`src/rtl/lmc_pkg.sv`:
```
package lmc_pkg;

    // sizing
    localparam int CHANNELS       = 4;
    localparam int MAX_DATA_BYTES = 8;
    localparam int CH_W           = 2;
    localparam int CH_SLOTS       = 1 << CH_W;
    localparam int LEN_W          = 4;
    localparam int DATA_W         = 64;
    localparam int DATA_LANES     = DATA_W / 8;
    localparam int CFG_W          = 8;
    localparam int CFG_AW         = 2;

    localparam logic [5:0] ID_MASK    = 6'h3F;
    localparam logic       PARITY_INV = 1'b1;

    // command codes
    localparam logic [1:0] CMD_SEND  = 2'd0;
    localparam logic [1:0] CMD_POLL  = 2'd1;
    localparam logic [1:0] CMD_QUERY = 2'd2;

    // frame directions
    localparam logic [2:0] DIR_MASTER    = 3'd0;
    localparam logic [2:0] DIR_SLAVE     = 3'd1;
    localparam logic [2:0] DIR_S2S       = 3'd2;
    localparam logic [2:0] DIR_RESP_DATA = 3'd3;

    // received frame kinds
    localparam logic [1:0] RX_NONE   = 2'd0;
    localparam logic [1:0] RX_HEADER = 2'd1;
    localparam logic [1:0] RX_DATA   = 2'd2;

    // result kinds
    localparam logic [1:0] KIND_BYTE   = 2'd0;
    localparam logic [1:0] KIND_STATUS = 2'd1;
    localparam logic [1:0] KIND_REJECT = 2'd2;

    // reported status
    localparam logic [2:0] STAT_NOT_READY = 3'd0;
    localparam logic [2:0] STAT_OPER      = 3'd1;
    localparam logic [2:0] STAT_TX_BUSY   = 3'd2;
    localparam logic [2:0] STAT_TX_OK     = 3'd3;
    localparam logic [2:0] STAT_RX_NORESP = 3'd4;
    localparam logic [2:0] STAT_RX_OK     = 3'd5;

    // configuration register indices
    localparam logic [CFG_AW-1:0] REG_ENABLE      = 2'd0;
    localparam logic [CFG_AW-1:0] REG_HEADER_CODE = 2'd1;
    localparam logic [CFG_AW-1:0] REG_DATA_CODE   = 2'd2;
    localparam logic [CFG_AW-1:0] REG_FULL_CODE   = 2'd3;

    localparam logic [7:0] HEADER_CODE_RST = 8'd72;
    localparam logic [7:0] DATA_CODE_RST   = 8'd68;
    localparam logic [7:0] FULL_CODE_RST   = 8'd70;

    typedef enum logic [3:0] {
        ST_IDLE          = 4'd0,
        ST_ONLINE        = 4'd1,
        ST_HDR_ONLY_TXING = 4'd2,
        ST_HDR_TXING     = 4'd3,
        ST_RESP_TXING    = 4'd4,
        ST_FULL_TXING    = 4'd5,
        ST_WAIT_RESP     = 4'd6,
        ST_HDR_ONLY_DONE = 4'd7,
        ST_RESP_DONE     = 4'd8,
        ST_FULL_DONE     = 4'd9,
        ST_RESP_RCVD     = 4'd10
    } chan_state_t;

    // where a channel's state currently lives
    typedef enum logic [1:0] {
        TAG_IDLE,
        TAG_ONLINE,
        TAG_MEM
    } tag_t;

    typedef enum logic [1:0] {
        SEQ_IDLE,
        SEQ_LOOK,
        SEQ_EMIT
    } seq_state_t;

    typedef enum logic [1:0] {
        PH_TYPE,
        PH_PID,
        PH_DATA,
        PH_SUM
    } phase_t;

    typedef struct packed {
        logic [1:0]        cmd;
        logic [CH_W-1:0]   channel;
        logic [5:0]        frame_id;
        logic [2:0]        direction;
        logic              enhanced_sum;
        logic [LEN_W-1:0]  tx_length;
        logic [DATA_W-1:0] tx_data;
        logic [1:0]        rx_kind;
        logic [LEN_W-1:0]  rx_length;
        logic [DATA_W-1:0] rx_bytes;
    } in_t;

    typedef struct packed {
        logic [1:0]        kind;
        logic [7:0]        out_byte;
        logic              last;
        logic [2:0]        status;
        logic [DATA_W-1:0] resp_data;
        logic [LEN_W-1:0]  resp_length;
    } out_t;

    typedef struct packed {
        logic [CH_SLOTS-1:0] enable;
        logic [7:0]          header_code;
        logic [7:0]          data_code;
        logic [7:0]          full_code;
    } cfg_t;

    typedef struct packed {
        chan_state_t       st;
        logic [LEN_W-1:0]  len;
        logic [DATA_W-1:0] data;
    } ram_word_t;

    localparam int RAM_W = $bits(ram_word_t);

    typedef struct packed {
        logic            we;
        logic [CH_W-1:0] waddr;
        ram_word_t       wdata;
        logic            re;
        logic [CH_W-1:0] raddr;
    } ram_req_t;

    typedef struct packed {
        logic            we;
        logic [CH_W-1:0] channel;
    } tag_upd_t;

endpackage

```
`src/rtl/lmc_ram.sv`:
```
// single-port-write, single-port-read RAM, registered read
module lmc_ram #(
    parameter int WIDTH = 8,
    parameter int DEPTH = 4,
    localparam int AW = (DEPTH > 1) ? $clog2(DEPTH) : 1
) (
    input  logic             aclk,
    input  logic             we,
    input  logic [AW-1:0]    waddr,
    input  logic [WIDTH-1:0] wdata,
    input  logic             re,
    input  logic [AW-1:0]    raddr,
    output logic [WIDTH-1:0] rdata
);

    logic [WIDTH-1:0] mem [DEPTH];
    logic [WIDTH-1:0] rdata_reg;

    always_ff @(posedge aclk) begin
        if (we) begin
            mem[waddr] <= wdata;
        end
        if (re) begin
            rdata_reg <= mem[raddr];
        end
    end

    assign rdata = rdata_reg;

endmodule

```
`src/rtl/lmc_cfg.sv`:
```
// configuration registers and per-channel state location tags
module lmc_cfg (
    input  logic                        aclk,
    input  logic                        aresetn,
    input  logic                        cfg_we,
    input  logic [lmc_pkg::CFG_AW-1:0]  cfg_addr,
    input  logic [lmc_pkg::CFG_W-1:0]   cfg_wdata,
    input  lmc_pkg::tag_upd_t           tag_upd,
    output lmc_pkg::cfg_t               cfg,
    output lmc_pkg::tag_t               tags [lmc_pkg::CH_SLOTS]
);

    lmc_pkg::cfg_t cfg_reg, cfg_next;
    lmc_pkg::tag_t tag_reg  [lmc_pkg::CH_SLOTS];
    lmc_pkg::tag_t tag_next [lmc_pkg::CH_SLOTS];

    // register writes
    always_comb begin
        cfg_next = cfg_reg;
        if (cfg_we) begin
            unique case (cfg_addr)
                lmc_pkg::REG_ENABLE:
                    cfg_next.enable = cfg_wdata[lmc_pkg::CH_SLOTS-1:0];
                lmc_pkg::REG_HEADER_CODE: cfg_next.header_code = cfg_wdata[7:0];
                lmc_pkg::REG_DATA_CODE:   cfg_next.data_code   = cfg_wdata[7:0];
                lmc_pkg::REG_FULL_CODE:   cfg_next.full_code   = cfg_wdata[7:0];
                default:                  cfg_next = cfg_reg;
            endcase
        end
    end

    // a channel that comes online is forced to online; a write-back moves
    // its state into the RAM
    always_comb begin
        for (int i = 0; i < lmc_pkg::CH_SLOTS; i++) begin
            tag_next[i] = tag_reg[i];
            if (cfg_we && cfg_addr == lmc_pkg::REG_ENABLE && cfg_wdata[i] &&
                !cfg_reg.enable[i] && i < lmc_pkg::CHANNELS) begin
                tag_next[i] = lmc_pkg::TAG_ONLINE;
            end else if (tag_upd.we && int'(tag_upd.channel) == i) begin
                tag_next[i] = lmc_pkg::TAG_MEM;
            end
        end
    end

    always_ff @(posedge aclk) begin
        if (!aresetn) begin
            cfg_reg.enable      <= '0;
            cfg_reg.header_code <= lmc_pkg::HEADER_CODE_RST;
            cfg_reg.data_code   <= lmc_pkg::DATA_CODE_RST;
            cfg_reg.full_code   <= lmc_pkg::FULL_CODE_RST;
            for (int i = 0; i < lmc_pkg::CH_SLOTS; i++) begin
                tag_reg[i] <= lmc_pkg::TAG_IDLE;
            end
        end else begin
            cfg_reg <= cfg_next;
            for (int i = 0; i < lmc_pkg::CH_SLOTS; i++) begin
                tag_reg[i] <= tag_next[i];
            end
        end
    end

    assign cfg = cfg_reg;

    always_comb begin
        for (int i = 0; i < lmc_pkg::CH_SLOTS; i++) begin
            tags[i] = tag_reg[i];
        end
    end

endmodule

```
`src/rtl/lmc_seq.sv`:
```
// request sequencer: RAM read per request, frame bytes one per unstalled cycle
module lmc_seq (
    input  logic                 aclk,
    input  logic                 aresetn,
    input  logic                 s_valid,
    output logic                 s_ready,
    input  lmc_pkg::in_t         s_payload,
    output logic                 m_valid,
    input  logic                 m_ready,
    output lmc_pkg::out_t        m_payload,
    input  lmc_pkg::cfg_t        cfg,
    input  lmc_pkg::tag_t        tags [lmc_pkg::CH_SLOTS],
    output lmc_pkg::tag_upd_t    tag_upd,
    output lmc_pkg::ram_req_t    ram_req,
    input  lmc_pkg::ram_word_t   ram_rdata
);

    // protected identifier: two parity bits over the six-bit id
    function automatic logic [7:0] protect_id(input logic [5:0] id);
        logic p0, p1;
        logic [5:0] v;
        v  = id & lmc_pkg::ID_MASK;
        p0 = v[0] ^ v[1] ^ v[2] ^ v[4];
        p1 = v[1] ^ v[3] ^ v[4] ^ v[5] ^ lmc_pkg::PARITY_INV;
        return {p1, p0, v};
    endfunction

    // 8-bit add with end-around carry
    function automatic logic [7:0] add_carry(input logic [7:0] a, input logic [7:0] b);
        logic [8:0] s;
        s = {1'b0, a} + {1'b0, b};
        return s[7:0] + {7'd0, s[8]};
    endfunction

    function automatic logic [lmc_pkg::LEN_W-1:0] clamp_len(
        input logic [lmc_pkg::LEN_W-1:0] n);
        localparam logic [lmc_pkg::LEN_W-1:0] MaxLen =
            lmc_pkg::LEN_W'(lmc_pkg::MAX_DATA_BYTES);
        return (n > MaxLen) ? MaxLen : n;
    endfunction

    // apply a poll to one channel entry
    function automatic lmc_pkg::ram_word_t poll_apply(
        input lmc_pkg::ram_word_t         w,
        input lmc_pkg::chan_state_t       cur,
        input logic [1:0]                 rk,
        input logic [lmc_pkg::LEN_W-1:0]  rn,
        input logic [lmc_pkg::DATA_W-1:0] bytes);
        lmc_pkg::ram_word_t r;
        r    = w;
        r.st = cur;
        if (rk == lmc_pkg::RX_DATA && rn != '0) begin
            for (int i = 0; i < lmc_pkg::DATA_LANES; i++) begin
                r.data[8*i +: 8] = (i < int'(rn)) ? bytes[8*i +: 8] : 8'd0;
            end
            r.len = rn;
            if (cur == lmc_pkg::ST_HDR_ONLY_TXING) begin
                r.st = lmc_pkg::ST_HDR_ONLY_DONE;
            end else if (cur == lmc_pkg::ST_WAIT_RESP || cur == lmc_pkg::ST_HDR_TXING) begin
                r.st = lmc_pkg::ST_RESP_RCVD;
            end
        end
        unique case (r.st)
            lmc_pkg::ST_HDR_ONLY_TXING: r.st = lmc_pkg::ST_HDR_ONLY_DONE;
            lmc_pkg::ST_HDR_TXING:      r.st = lmc_pkg::ST_WAIT_RESP;
            lmc_pkg::ST_RESP_TXING:     r.st = lmc_pkg::ST_RESP_DONE;
            lmc_pkg::ST_FULL_TXING:     r.st = lmc_pkg::ST_FULL_DONE;
            default:                    r.st = r.st;
        endcase
        return r;
    endfunction

    function automatic logic [2:0] status_of(input lmc_pkg::chan_state_t st);
        logic [2:0] s;
        unique case (st)
            lmc_pkg::ST_ONLINE:         s = lmc_pkg::STAT_OPER;
            lmc_pkg::ST_HDR_TXING,
            lmc_pkg::ST_WAIT_RESP:      s = lmc_pkg::STAT_RX_NORESP;
            lmc_pkg::ST_HDR_ONLY_TXING,
            lmc_pkg::ST_RESP_TXING,
            lmc_pkg::ST_FULL_TXING:     s = lmc_pkg::STAT_TX_BUSY;
            lmc_pkg::ST_HDR_ONLY_DONE,
            lmc_pkg::ST_RESP_DONE,
            lmc_pkg::ST_FULL_DONE:      s = lmc_pkg::STAT_TX_OK;
            lmc_pkg::ST_RESP_RCVD:      s = lmc_pkg::STAT_RX_OK;
            default:                    s = lmc_pkg::STAT_NOT_READY;
        endcase
        return s;
    endfunction

    lmc_pkg::seq_state_t seq_reg, seq_next;
    lmc_pkg::phase_t     ph_reg, ph_next, ph_after;
    lmc_pkg::in_t        req_reg, req_next;
    lmc_pkg::out_t       m_data_reg, m_data_next;
    logic                m_valid_reg, m_valid_next;
    logic [lmc_pkg::DATA_W-1:0] shift_reg, shift_next;
    logic [lmc_pkg::LEN_W-1:0]  rem_reg, rem_next;
    logic [7:0]                 sum_reg, sum_next;

    logic                        accept, out_free, ch_ok, ch_en, reject, emit_last;
    logic [7:0]                  pid, emit_byte;
    logic [lmc_pkg::LEN_W-1:0]   tx_n, rx_n;
    lmc_pkg::chan_state_t        cur_st, send_st;
    lmc_pkg::tag_t               cur_tag;

    assign accept   = s_valid && s_ready;
    assign out_free = !m_valid_reg || m_ready;

    // decode of the held request and the entry just read
    always_comb begin
        ch_ok   = int'(req_reg.channel) < lmc_pkg::CHANNELS;
        ch_en   = ch_ok && cfg.enable[req_reg.channel];
        reject  = !ch_en || req_reg.direction > lmc_pkg::DIR_RESP_DATA;
        pid     = protect_id(req_reg.frame_id);
        tx_n    = clamp_len(req_reg.tx_length);
        rx_n    = clamp_len(req_reg.rx_length);
        cur_tag = tags[req_reg.channel];
        unique case (cur_tag)
            lmc_pkg::TAG_MEM:    cur_st = ram_rdata.st;
            lmc_pkg::TAG_ONLINE: cur_st = lmc_pkg::ST_ONLINE;
            default:             cur_st = lmc_pkg::ST_IDLE;
        endcase
        unique case (req_reg.direction)
            lmc_pkg::DIR_SLAVE: send_st = lmc_pkg::ST_HDR_TXING;
            lmc_pkg::DIR_S2S:   send_st = lmc_pkg::ST_HDR_ONLY_TXING;
            lmc_pkg::DIR_MASTER: send_st = lmc_pkg::ST_FULL_TXING;
            default:            send_st = lmc_pkg::ST_RESP_TXING;
        endcase
    end

    // current frame byte and the phase after it
    always_comb begin
        emit_byte = 8'd0;
        emit_last = 1'b0;
        ph_after  = ph_reg;
        unique case (ph_reg)
            lmc_pkg::PH_TYPE: begin
                if (req_reg.direction == lmc_pkg::DIR_MASTER) begin
                    emit_byte = cfg.full_code;
                    ph_after  = lmc_pkg::PH_PID;
                end else if (req_reg.direction == lmc_pkg::DIR_RESP_DATA) begin
                    emit_byte = cfg.data_code;
                    ph_after  = (rem_reg != '0) ? lmc_pkg::PH_DATA : lmc_pkg::PH_SUM;
                end else begin
                    emit_byte = cfg.header_code;
                    ph_after  = lmc_pkg::PH_PID;
                end
            end
            lmc_pkg::PH_PID: begin
                emit_byte = pid;
                if (req_reg.direction == lmc_pkg::DIR_MASTER) begin
                    ph_after = (rem_reg != '0) ? lmc_pkg::PH_DATA : lmc_pkg::PH_SUM;
                end else begin
                    emit_last = 1'b1;
                end
            end
            lmc_pkg::PH_DATA: begin
                emit_byte = shift_reg[7:0];
                if (rem_reg == lmc_pkg::LEN_W'(1)) begin
                    ph_after = lmc_pkg::PH_SUM;
                end
            end
            default: begin
                emit_byte = ~sum_reg;
                emit_last = 1'b1;
            end
        endcase
    end

    // next state
    always_comb begin
        seq_next = seq_reg;
        unique case (seq_reg)
            lmc_pkg::SEQ_IDLE: begin
                if (s_valid) begin
                    seq_next = lmc_pkg::SEQ_LOOK;
                end
            end
            lmc_pkg::SEQ_LOOK: begin
                priority if (req_reg.cmd == lmc_pkg::CMD_SEND) begin
                    if (!reject) begin
                        seq_next = lmc_pkg::SEQ_EMIT;
                    end else if (out_free) begin
                        seq_next = lmc_pkg::SEQ_IDLE;
                    end
                end else if (req_reg.cmd == lmc_pkg::CMD_QUERY) begin
                    if (out_free) begin
                        seq_next = lmc_pkg::SEQ_IDLE;
                    end
                end else begin
                    seq_next = lmc_pkg::SEQ_IDLE;
                end
            end
            default: begin
                if (out_free && emit_last) begin
                    seq_next = lmc_pkg::SEQ_IDLE;
                end
            end
        endcase
    end

    // datapath, RAM and result register
    always_comb begin
        s_ready       = (seq_reg == lmc_pkg::SEQ_IDLE);
        req_next      = accept ? s_payload : req_reg;
        ram_req.re    = accept;
        ram_req.raddr = s_payload.channel;
        ram_req.we    = 1'b0;
        ram_req.waddr = req_reg.channel;
        ram_req.wdata = ram_rdata;
        tag_upd.we      = 1'b0;
        tag_upd.channel = req_reg.channel;
        m_valid_next  = m_valid_reg && !m_ready;
        m_data_next   = m_data_reg;
        ph_next       = ph_reg;
        shift_next    = shift_reg;
        rem_next      = rem_reg;
        sum_next      = sum_reg;

        unique case (seq_reg)
            lmc_pkg::SEQ_LOOK: begin
                priority if (req_reg.cmd == lmc_pkg::CMD_SEND) begin
                    if (reject) begin
                        if (out_free) begin
                            m_valid_next     = 1'b1;
                            m_data_next      = '0;
                            m_data_next.kind = lmc_pkg::KIND_REJECT;
                            m_data_next.last = 1'b1;
                        end
                    end else begin
                        ram_req.we       = 1'b1;
                        ram_req.wdata.st = send_st;
                        tag_upd.we       = 1'b1;
                        ph_next          = lmc_pkg::PH_TYPE;
                        shift_next       = req_reg.tx_data;
                        rem_next         = tx_n;
                        sum_next         = req_reg.enhanced_sum ? pid : 8'd0;
                    end
                end else if (req_reg.cmd == lmc_pkg::CMD_POLL) begin
                    if (ch_en) begin
                        ram_req.we    = 1'b1;
                        ram_req.wdata = poll_apply(ram_rdata, cur_st, req_reg.rx_kind,
                                                   rx_n, req_reg.rx_bytes);
                        tag_upd.we    = 1'b1;
                    end
                end else if (req_reg.cmd == lmc_pkg::CMD_QUERY) begin
                    if (out_free) begin
                        m_valid_next     = 1'b1;
                        m_data_next      = '0;
                        m_data_next.kind = lmc_pkg::KIND_STATUS;
                        m_data_next.last = 1'b1;
                        if (ch_ok) begin
                            m_data_next.status = status_of(cur_st);
                            if (cur_st == lmc_pkg::ST_RESP_RCVD) begin
                                m_data_next.resp_data   = ram_rdata.data;
                                m_data_next.resp_length = ram_rdata.len;
                            end
                        end
                    end
                end else begin
                    m_valid_next = m_valid_reg && !m_ready;
                end
            end
            lmc_pkg::SEQ_EMIT: begin
                if (out_free) begin
                    m_valid_next         = 1'b1;
                    m_data_next          = '0;
                    m_data_next.kind     = lmc_pkg::KIND_BYTE;
                    m_data_next.out_byte = emit_byte;
                    m_data_next.last     = emit_last;
                    ph_next              = ph_after;
                    if (ph_reg == lmc_pkg::PH_DATA) begin
                        shift_next = shift_reg >> 8;
                        rem_next   = rem_reg - lmc_pkg::LEN_W'(1);
                        sum_next   = add_carry(sum_reg, shift_reg[7:0]);
                    end
                end
            end
            default: begin
                ph_next = ph_reg;
            end
        endcase
    end

    // control state
    always_ff @(posedge aclk) begin
        if (!aresetn) begin
            seq_reg     <= lmc_pkg::SEQ_IDLE;
            m_valid_reg <= 1'b0;
        end else begin
            seq_reg     <= seq_next;
            m_valid_reg <= m_valid_next;
        end
    end

    // payload
    always_ff @(posedge aclk) begin
        req_reg    <= req_next;
        m_data_reg <= m_data_next;
        ph_reg     <= ph_next;
        shift_reg  <= shift_next;
        rem_reg    <= rem_next;
        sum_reg    <= sum_next;
    end

    assign m_valid   = m_valid_reg;
    assign m_payload = m_data_reg;

endmodule

```
`src/rtl/lin_master_channel_controller.sv`:
```
// Channel   | Direction | Handshake          | Payload
// s_        | in        | s_valid / s_ready  | lmc_pkg::in_t (send, poll, query)
// m_        | out       | m_valid / m_ready  | lmc_pkg::out_t (frame byte, status, reject)
// cfg_      | in        | cfg_we             | cfg_addr, cfg_wdata
//
// A request is taken and its channel entry is read from the state RAM; in the
// next cycle an accepted send or enabled poll modifies and writes it back. A
// query or rejected send gives one result, a send its frame bytes one per cycle
// while the output is not stalled. One request is in flight at a time on the
// single RAM port pair. Reset clears the sequencer, the result valid flag and
// the channel tags; the RAM needs no clearing pass. A stalled result holds in the output register.
module lin_master_channel_controller (
    input  logic                       aclk,
    input  logic                       aresetn,
    input  logic                       s_valid,
    output logic                       s_ready,
    input  lmc_pkg::in_t               s_payload,
    output logic                       m_valid,
    input  logic                       m_ready,
    output lmc_pkg::out_t              m_payload,
    input  logic                       cfg_we,
    input  logic [lmc_pkg::CFG_AW-1:0] cfg_addr,
    input  logic [lmc_pkg::CFG_W-1:0]  cfg_wdata
);

    lmc_pkg::cfg_t      cfg;
    lmc_pkg::tag_t      tags [lmc_pkg::CH_SLOTS];
    lmc_pkg::tag_upd_t  tag_upd;
    lmc_pkg::ram_req_t  ram_req;
    logic [lmc_pkg::RAM_W-1:0] ram_rdata;

    lmc_cfg u_cfg (
        .aclk      (aclk),
        .aresetn   (aresetn),
        .cfg_we    (cfg_we),
        .cfg_addr  (cfg_addr),
        .cfg_wdata (cfg_wdata),
        .tag_upd   (tag_upd),
        .cfg       (cfg),
        .tags      (tags)
    );

    // per-channel state, length and received data
    lmc_ram #(
        .WIDTH (lmc_pkg::RAM_W),
        .DEPTH (lmc_pkg::CH_SLOTS)
    ) u_ram (
        .aclk  (aclk),
        .we    (ram_req.we),
        .waddr (ram_req.waddr),
        .wdata (ram_req.wdata),
        .re    (ram_req.re),
        .raddr (ram_req.raddr),
        .rdata (ram_rdata)
    );

    lmc_seq u_seq (
        .aclk      (aclk),
        .aresetn   (aresetn),
        .s_valid   (s_valid),
        .s_ready   (s_ready),
        .s_payload (s_payload),
        .m_valid   (m_valid),
        .m_ready   (m_ready),
        .m_payload (m_payload),
        .cfg       (cfg),
        .tags      (tags),
        .tag_upd   (tag_upd),
        .ram_req   (ram_req),
        .ram_rdata (ram_rdata)
    );

endmodule

```
`config.mk`:
```
export PLATFORM = sky130hd
export DESIGN_NAME = lin_master_channel_controller
export DESIGN_NICKNAME = d
export VERILOG_FILES = /design/src/rtl/lmc_pkg.sv /design/src/rtl/lmc_ram.sv /design/src/rtl/lmc_cfg.sv /design/src/rtl/lmc_seq.sv /design/src/rtl/lin_master_channel_controller.sv
export SDC_FILE = /design/constraint.sdc
export NUM_CORES = 1
export LEC_CHECK = 0
export BUFFER_PORTS_ARGS = -buffer_cell sky130_fd_sc_hd__clkbuf_2
export CAP_MARGIN = 10
export CORE_ASPECT_RATIO = 1.4
export CORE_UTILIZATION = 60
export CTS_CLUSTER_DIAMETER = 60
export DETAILED_ROUTE_END_ITERATION = 12
export HOLD_SLACK_MARGIN = 0.08
export PLACE_DENSITY = 0.8
export SKIP_CTS_REPAIR_TIMING = 1
export SLEW_MARGIN = 20
export SYNTH_ARGS = -nofsm -noshare
export SYNTH_HDL_FRONTEND = slang
export SYNTH_SLANG_ARGS = --single-unit
```
`constraint.sdc`:
```
create_clock -name aclk -period 12.3 [get_ports aclk]
set_input_delay 2.46 -clock aclk [delete_from_list [all_inputs] [get_ports aclk]]
set_output_delay 2.46 -clock aclk [all_outputs]
set_load 0.02 [all_outputs]
```
==> flow_metrics.env <==
export IMPL_grt_pass1_vias=14800
export IMPL_num_rows=92
export IMPL_place_ws_ns=7.28
export IMPL_hp_class="register to register"
export IMPL_pwr_share_comb_pct=5.2
export IMPL_first_pass_iters=6
export IMPL_clock_latency_ns=0.60
export IMPL_critPathRequiredTime_ns=12.52
export IMPL_end_kind="register"
export IMPL_skew_ns=0.0248
export IMPL_via_count=14400
export IMPL_drt_iter0_markers=1042
export IMPL_relSlewSlack_pct=26.5
export IMPL_synth_top_area_share_pct=73.8
export IMPL_tritoncts="built"
export IMPL_synth_top_area_cell="edfxtp_1"
export IMPL_clkTransAtPathRegs_ns=0.06
export IMPL_overflow=0
export IMPL_synth_async_reset_ratio_pct=0
export IMPL_p_sw_uw=1060
export IMPL_synth_area_sq_um=27300
export IMPL_fmax_mhz=227
export IMPL_p_leak_uw=0.0112
export IMPL_ys_top_cells_by_area="edfxtp_1 (74%), mux4_2 (6.2%), dfxtp_1 (2.9%)"
export IMPL_slew_viol_final=0
export IMPL_drive_above_1_share_pct=27.8
export IMPL_synthTopCellsByCount="edfxtp_1 (672), nand2_1 (196), mux4_2 (75)"
export IMPL_ios=251
export IMPL_rsz0062_at_grt="no"
export IMPL_hold_violations=0
export IMPL_via_per_inst=5.82
export IMPL_placed_cells=2353
export IMPL_portBuffers=250
export IMPL_routabilityCongestion=0.890
export IMPL_dieArea_sq_um=46400
export IMPL_antenna_found_initial=2
export IMPL_post_dp_cell_area_sq_um=29300
export IMPL_wire_per_inst_um=21.9
export IMPL_crit_fanout=55
export IMPL_yosys_warnings=0
export IMPL_power_density_nw_per_um2=161
export IMPL_cts_buffers=66
export IMPL_cts_root_buf="clkbuf_16"
export IMPL_ys_ff_latch=711
export IMPL_initial_core_util_pct=60.7
export IMPL_syn2layout_area_growth_pct=14.8
export IMPL_synthesis_nets=1737
export IMPL_ys_types=61
export IMPL_p_seq_share_pct=55.4
export IMPL_grt_pass1_wl_mm=82.1
export IMPL_drtAntennaViolNets=0
export IMPL_grt_max_degree=83
export IMPL_whs_ns=0.474
export IMPL_nNetsFinal=1999
export IMPL_path_class="primary input to register"
export IMPL_clkSinkCount=711
export IMPL_grt_usage_pct=23.8
export IMPL_finalCritPeriodShare_pct=35.9
export IMPL_fin_crit_ns=4.41
export IMPL_synth_edf_count=672
export IMPL_critPathLaunchType="primary input"
export IMPL_remaining_drc_errors=0
export IMPL_syn_mean_instance_area_sq_um=17.7
export IMPL_layoutNonFillerInstCount=2472
export IMPL_yosysMostFrequentCell="edfxtp_1"
export IMPL_htree_levels=3
export IMPL_clkPwrFrac_pct=39.4
export IMPL_largest_reg_flops=288
export IMPL_critPathArrivalTime_ns=4.63
export IMPL_ir_drop_mv=0.127
export IMPL_final_area_sq_um=31400
export IMPL_fin_ws_ns=7.89
export IMPL_hpwl_mm=32.1
export IMPL_die_w_um=182
export IMPL_swShare_pct=21.1
export IMPL_wirelength_mm=54.1
export IMPL_fp_coreArea_sq_um=45000
export IMPL_die_y_um=255
export IMPL_fin_setup_tns_ns=0
export IMPL_yosysSeqAreaShare_pct=76.7
export IMPL_syn_inst=1548
export IMPL_ys_flop_type="edfxtp_1"
export IMPL_status="complete, no violations"
export IMPL_worstMarginPinSlew_ns=1.10
export IMPL_clock_path_buffers=3
export IMPL_p_int_uw=3980
export IMPL_max_cap_violations=0
export IMPL_finalSetupViolCount=0
[critical path, cell delays in order]
cell and delay [ns]:
clkbuf_2 0.10, and2_4 0.55, buf_4 0.66, buf_4 0.72
[path summary, 6_finish.rpt]
kind         depth (start not counted)                         from  slack (ns)                          end
max                                  4                      s_valid        7.89  u_seq.req_reg[21]$_DFFE_PP_
min                                  2    u_cfg.cfg[0]$_SDFFE_PN0P_        0.47    u_cfg.cfg[0]$_SDFFE_PN0P_
max reg2reg                          5  u_seq.req_reg[67]$_DFFE_PP_        8.55   u_ram.mem[0][15]$_DFFE_PP_
min reg2reg                          2    u_cfg.cfg[0]$_SDFFE_PN0P_        0.47    u_cfg.cfg[0]$_SDFFE_PN0P_
[layout make-up]
cell class | count | area (sq um)
flip-flops and latches | 711 | 21000
fillers | 2798 | 13600
multi-input cells | 754 | 6110
clock buffers | 79 | 1740
repair buffers | 265 | 1400
well taps | 611 | 764
clock inverters | 38 | 349
inverters | 12 | 45.0
diodes | 2 | 5.00
[per-stage QoR]
stage / utilization [%] / total power (uW)
2_1_floorplan: - / 3010
3_3_place_gp: 65.0 / 3090
3_5_place_dp: 65.0 / 3100
4_1_cts: 69.7 / 5080
5_1_grt: 69.7 / 5200
6_report: 69.7 / 5040
[cells in the final DEF (no fill, tap or decap), drive strengths merged, types with 28 or more instances in the layout]
cell / synthesis / routed
edfxtp: 672 / 672
and2: 73 / 73
mux4: 75 / 75
nand2: 196 / 196
o21ai: 76 / 76
clkbuf: 54 / 327
dfxtp: 39 / 39
clkinv: 0 / 28
mux2: 67 / 67
[power by group through the flow]
| stage | Clock, uW | Sequential [uW] | Combinational (uW) |
|---|---|---|---|
| after floorplan | 0 | 2850 | 157 |
| after global placement | 0 | 2840 | 251 |
| after detailed placement | 0 | 2840 | 263 |
| after CTS | 2020 | 2790 | 264 |
| after global routing | 2110 | 2800 | 286 |
| final | 1980 | 2790 | 262 |
[cell families (layout without fill, tap and decap cells)]
logic type / Yosys count / count (layout) / share of synthesized area, %
multiplexers: 156 / 156 / 9.45
XOR/XNOR: 16 / 16 / 0.563
adder cells (fa/ha/maj): 22 / 22 / 1.03
AND/OR/NAND/NOR: 377 / 377 / 6.66
AO/OA/AOI/OAI: 183 / 183 / 4.37
buffers and inverters: 83 / 394 / 1.23
flip-flops: 711 / 711 / 76.7
other: 0 / 2 / 0
[routing by layer]
metal  global-route usage, %  vias to the layer above  routed length, um
li1                        -                     6488                  -
met1                    29.8                     7233              21000
met2                    41.1                      552              28000
met3                    3.90                      111               3060
met4                    11.0                        0               2020
met5                       0                        -                  0
Note: power is estimated with default switching activity, not from simulation.
